===== src/hdl/bagb_ram.sv =====
// ----------------------------------------------------------------------------
// bagb_ram: generic simple dual-port RAM
// One write port and one read port; the read data is registered and returns
// the old contents when the same entry is written in the same cycle.
// ----------------------------------------------------------------------------
module bagb_ram #(
    parameter int WIDTH = 8,
    parameter int DEPTH = 256
) (
    input  logic                     clk,
    input  logic                     we,
    input  logic [$clog2(DEPTH)-1:0] waddr,
    input  logic [WIDTH-1:0]         wdata,
    input  logic [$clog2(DEPTH)-1:0] raddr,
    output logic [WIDTH-1:0]         rdata
);

    logic [WIDTH-1:0] mem [DEPTH];

    // Write port and registered read port.
    always_ff @(posedge clk)
    begin
        if (we)
        begin
            mem[waddr] <= wdata;
        end
        rdata <= mem[raddr];
    end

endmodule


===== config.mk =====
export PLATFORM = sky130hd
export DESIGN_NAME = bagb_ram
export DESIGN_NICKNAME = d
export VERILOG_FILES = /design/src/hdl/bagb_ram.sv
export SDC_FILE = /design/constraint.sdc
export NUM_CORES = 2
export LEC_CHECK = 0
export ABC_CLOCK_PERIOD_IN_PS = 2900
export BUFFER_PORTS_ARGS = -buffer_cell sky130_fd_sc_hd__buf_4
export CAP_MARGIN = 25
export CORE_MARGIN = 3
export CORE_UTILIZATION = 35
export CTS_CLUSTER_DIAMETER = 40
export DETAILED_ROUTE_END_ITERATION = 16
export SLEW_MARGIN = 20
export SYNTH_ARGS = -nofsm -noshare
export SYNTH_HDL_FRONTEND = slang
export SYNTH_SLANG_ARGS = --single-unit

===== constraint.sdc =====
create_clock -name clk -period 2.9 [get_ports clk]
set_clock_uncertainty 0.05 [all_clocks]
set_input_delay 0.435 -clock clk [delete_from_list [all_inputs] [get_ports clk]]
set_output_delay 0.435 -clock clk [all_outputs]
set_load 0.02 [all_outputs]

== Word-level counts from Yosys, hierarchy flattened ==
Memory sizes are Yosys's and may differ from the RTL's. A register that Yosys moved wholly into a read port is not among the register bits.
Index checks and enable logic that the tools add are counted.

* RAM bits: 2048
* Input bits: 26
* Memories kept: 1
* Bits in registers: 0
* Output and inout bits: 8

* Mux-type cells: 2

{| class="wikitable"
|+ Memories
! name !! words !! width !! read ports !! clocked after memory_dff !! wr ports !! RTL line !! RTL
|-
| mem || 256 || 8 || 1 || 1 || 1 || 18 || <nowiki>logic [WIDTH-1:0] mem [DEPTH];</nowiki>
|}

{| class="wikitable"
|+ Operators by type and width
! operator !! count
|-
| 2-to-1 mux 1 bit || 2
|}

== Depth between registers and ports, before layout ==
* Depth in word-level cells: 2
* Gate-level depth with buffers: 11
* Depth with buffers taken out: 6

== Worst setup path after synthesis ==
OpenSTA, ideal clock, no wires.

* Path kind: input to register
* Start: input raddr[0]
* End: register rdata[2], read port of mem
* Cell stages on the path: 9
* Data arrival time: 2242 ps
* Setup slack: 477 ps
* Data required time: 2719 ps
* Cell sequence: buf_6 > buf_12 > buf_8 > buf_2 > mux4_2 > a22oi_1 > a21oi_1 > nor4_1 > nor4_2

{| class="wikitable"
|+ RTL lines
! item !! RTL line !! RTL
|-
| start, declared || 14 || <nowiki>input logic [$clog2(DEPTH)-1:0] raddr,</nowiki>
|-
| end, declared || 15 || <nowiki>output logic [WIDTH-1:0] rdata</nowiki>
|}

==> results.ini <==
[status]
status = finished clean

[grt]
grt_max_degree = 99
grt_pass1_wl_um = 303000
grt_pass1_vias = 42370
grt_usage_pct = 17.80
grt_antenna_before_repair = 15
overflow = 0

[place]
dp_cells = 7183
portBuffers = 33
placed_area_sq_um = 87960
dp_hpwl_um = 131400
finalWeightedCongestion = 0.8339

[sta]
setup_viol = 0
rsz0062_at_grt = false
fmax_ghz = 0.3718
post-route-period-util_pct = 92.74
hold_viol_final = 0
worstMarginPinSlew_ns = 0.8806
layout_min_cycle_time_ns = 2.689
slew_viol_final = 0
slew_headroom_pct = 40.75

[logic_synthesis]
syn_nets = 3759
ys_seq_elements = 2056
synth-edff-count = 2048
yosysWarnings = 0
synthArstFlopShare_pct = 0
syn_area_per_cell_sq_um = 21.31
ys_types = 55
synthFlopType = edfxtp_1
seq_area_frac_synth_pct = 77.50
syn-cell-area_sq_um = 79560
synthesis.instances = 3733

[clock_tree]
cts_tree = done
cts_inserted_buffers = 285
root_buffer = clkbuf_16
cts_buffer_depth = 4
clock-sinks = 2056
cts.reportedPaths.clkPinSlew_ns = 0.05
clkLatencyLatePin_ns = 0.91
ctsHtreeMaxLevel = 5

[detailed_routing]
wirelength_um = 207800
viasPerCell = 5.414
drcViolationCount = 0
initialDrtViolationCount = 4582
first_pass_iters = 5
wire_per_inst_um = 27.04
ant_nets = 0
vias = 41620

[power]
ir_drop_v = 0.0004522
p_total_mw = 70.39
p_leak_nw = 31.62
power_density_nw_per_um2 = 722.7

[critical_path]
cp_max_fo = 1
worstSetupPathType = register to register
cp-start-kind = register
arrival_ns = 3.38
worstSetupEndpointType = register
worst_ep_required_time_ns = 3.60

[run]
maxCapViolations = 0

[die]
die-area_sq_um = 233100
floorplan.rows = 174
start_util_pct = 35.31
chipHeight_um = 482.8
die_x_um = 482.8
core_area_sq_um = 225300
boundaryPins = 34

[cells_and_area]
drive_above_1_share_pct = 34.28
mostFrequentLayoutCells = edfxtp_1, buf_4, mux4_2, clkbuf_16, nor2_1
n_fill_cell = 19180
fin_area_sq_um = 97390
fin_nets = 4512
final_common_cell = edfxtp_1
instances_no_fill = 7688
area_delta_synth_final_pct = 22.42

[hold_path]
hold_class = input port to register

[metrics by stage]
step / util, % / TNS [ns] / setup WS, ns / hold slack, ns
6_report: 43.22 / 0 / 0.2105 / 0.1049
3_3_place_gp: 39.04 / -3.669 / -0.6402 / 0.6918
2_1_floorplan: - / 0 / 0.4771 / 0.4839
5_1_grt: 43.22 / 0 / 0.1852 / 0.08608
4_1_cts: 43.22 / 0 / 0.2046 / 0.04367
3_5_place_dp: 39.04 / -3.628 / -0.6375 / 0.6948
[area by class of cell]
cell class	instances	area, sq um	share of cell area (%)
tap	2992	3744	3.844
multi-input combinational	1442	16490	16.93
clock inverter	177	1987	2.040
clock buffer	315	7351	7.547
antenna	5	12.51	0.01285
timing repair buffer	699	6143	6.308
sequential	2056	61660	63.31
inverter	2	7.507	0.007708
[cell families (layout without fill, tap and decap cells)]
group | after synthesis | count (layout) | synth area share (%)
compound gates | 385 | 385 | 3.419
buf+inv | 235 | 1193 | 1.831
flops | 2056 | 2056 | 77.50
mux | 591 | 591 | 14.62
other cells | 0 | 5 | 0
simple gates | 466 | 466 | 2.628
[cells in the mapped netlist, types with 16 or more instances]
library cell,count,share of area [%]
nor3_1,22,0.14
mux2i_1,134,1.7
nand2_1,33,0.16
buf_2,31,0.20
mux4_2,454,13
a22oi_1,133,1.3
a211oi_1,16,0.15
nor2b_1,31,0.24
buf_1,22,0.10
buf_4,27,0.25
clkbuf_1,111,0.52
o221ai_1,46,0.51
nor4_1,24,0.19
buf_6,21,0.30
nor2_1,282,1.3
a21oi_1,96,0.60
edfxtp_1,2048,77
nand3_1,34,0.21
o22ai_1,28,0.22
[final timing paths]
kind                            slack (ns)                   from  cells after the start                     to
worst min register to register        1.05  mem[102][7]$_DFFE_PP_                      6       rdata[7]$_DFF_P_
worst min-delay path                  0.10               waddr[2]                      3  mem[173][5]$_DFFE_PP_
worst max register to register        0.21   mem[67][1]$_DFFE_PP_                      6       rdata[1]$_DFF_P_
worst max-delay path                  0.21   mem[67][1]$_DFFE_PP_                      6       rdata[1]$_DFF_P_
[per-layer routing]
| metal | part of all wire [%] | GRT usage (%) | vias up |
|---|---|---|---|
| li1 | - | - | 17300 |
| met1 | 41 | 24.88 | 22000 |
| met2 | 48 | 28.09 | 1905 |
| met3 | 8.3 | 3.450 | 417 |
| met4 | 3.2 | 5.920 | 2 |
| met5 | 0.0063 | 0 | - |
[power by group]
group	leakage, nW	internal (mW)	switching, mW	total, mW
Sequential	18.5	32.8	0.0600	32.8
Clock	4.51	21.2	13.0	34.1
Combinational	8.64	1.37	2.06	3.43
Total	31.6	55.3	15.1	70.4
[worst max-delay path, stage by stage, from the launching register on]
cell	delay (ns)
edfxtp_1	0.35
mux4_2	0.49
mux4_2	0.55
nor2b_1	0.19
nor4_1	0.65
buf_4	0.22
nor4_1	0.05
[sequential cells by signal (all words and copies together), names as in the netlist]
name and flops:
rdata 8, mem 2048
[repair_timing]
action,in CTS,in global routing
setup buffers,0,0
gates resized for setup,0,0
hold buffers,8,0
endpoints found under the hold margin,198,0
(Power assumes the default switching activity.)
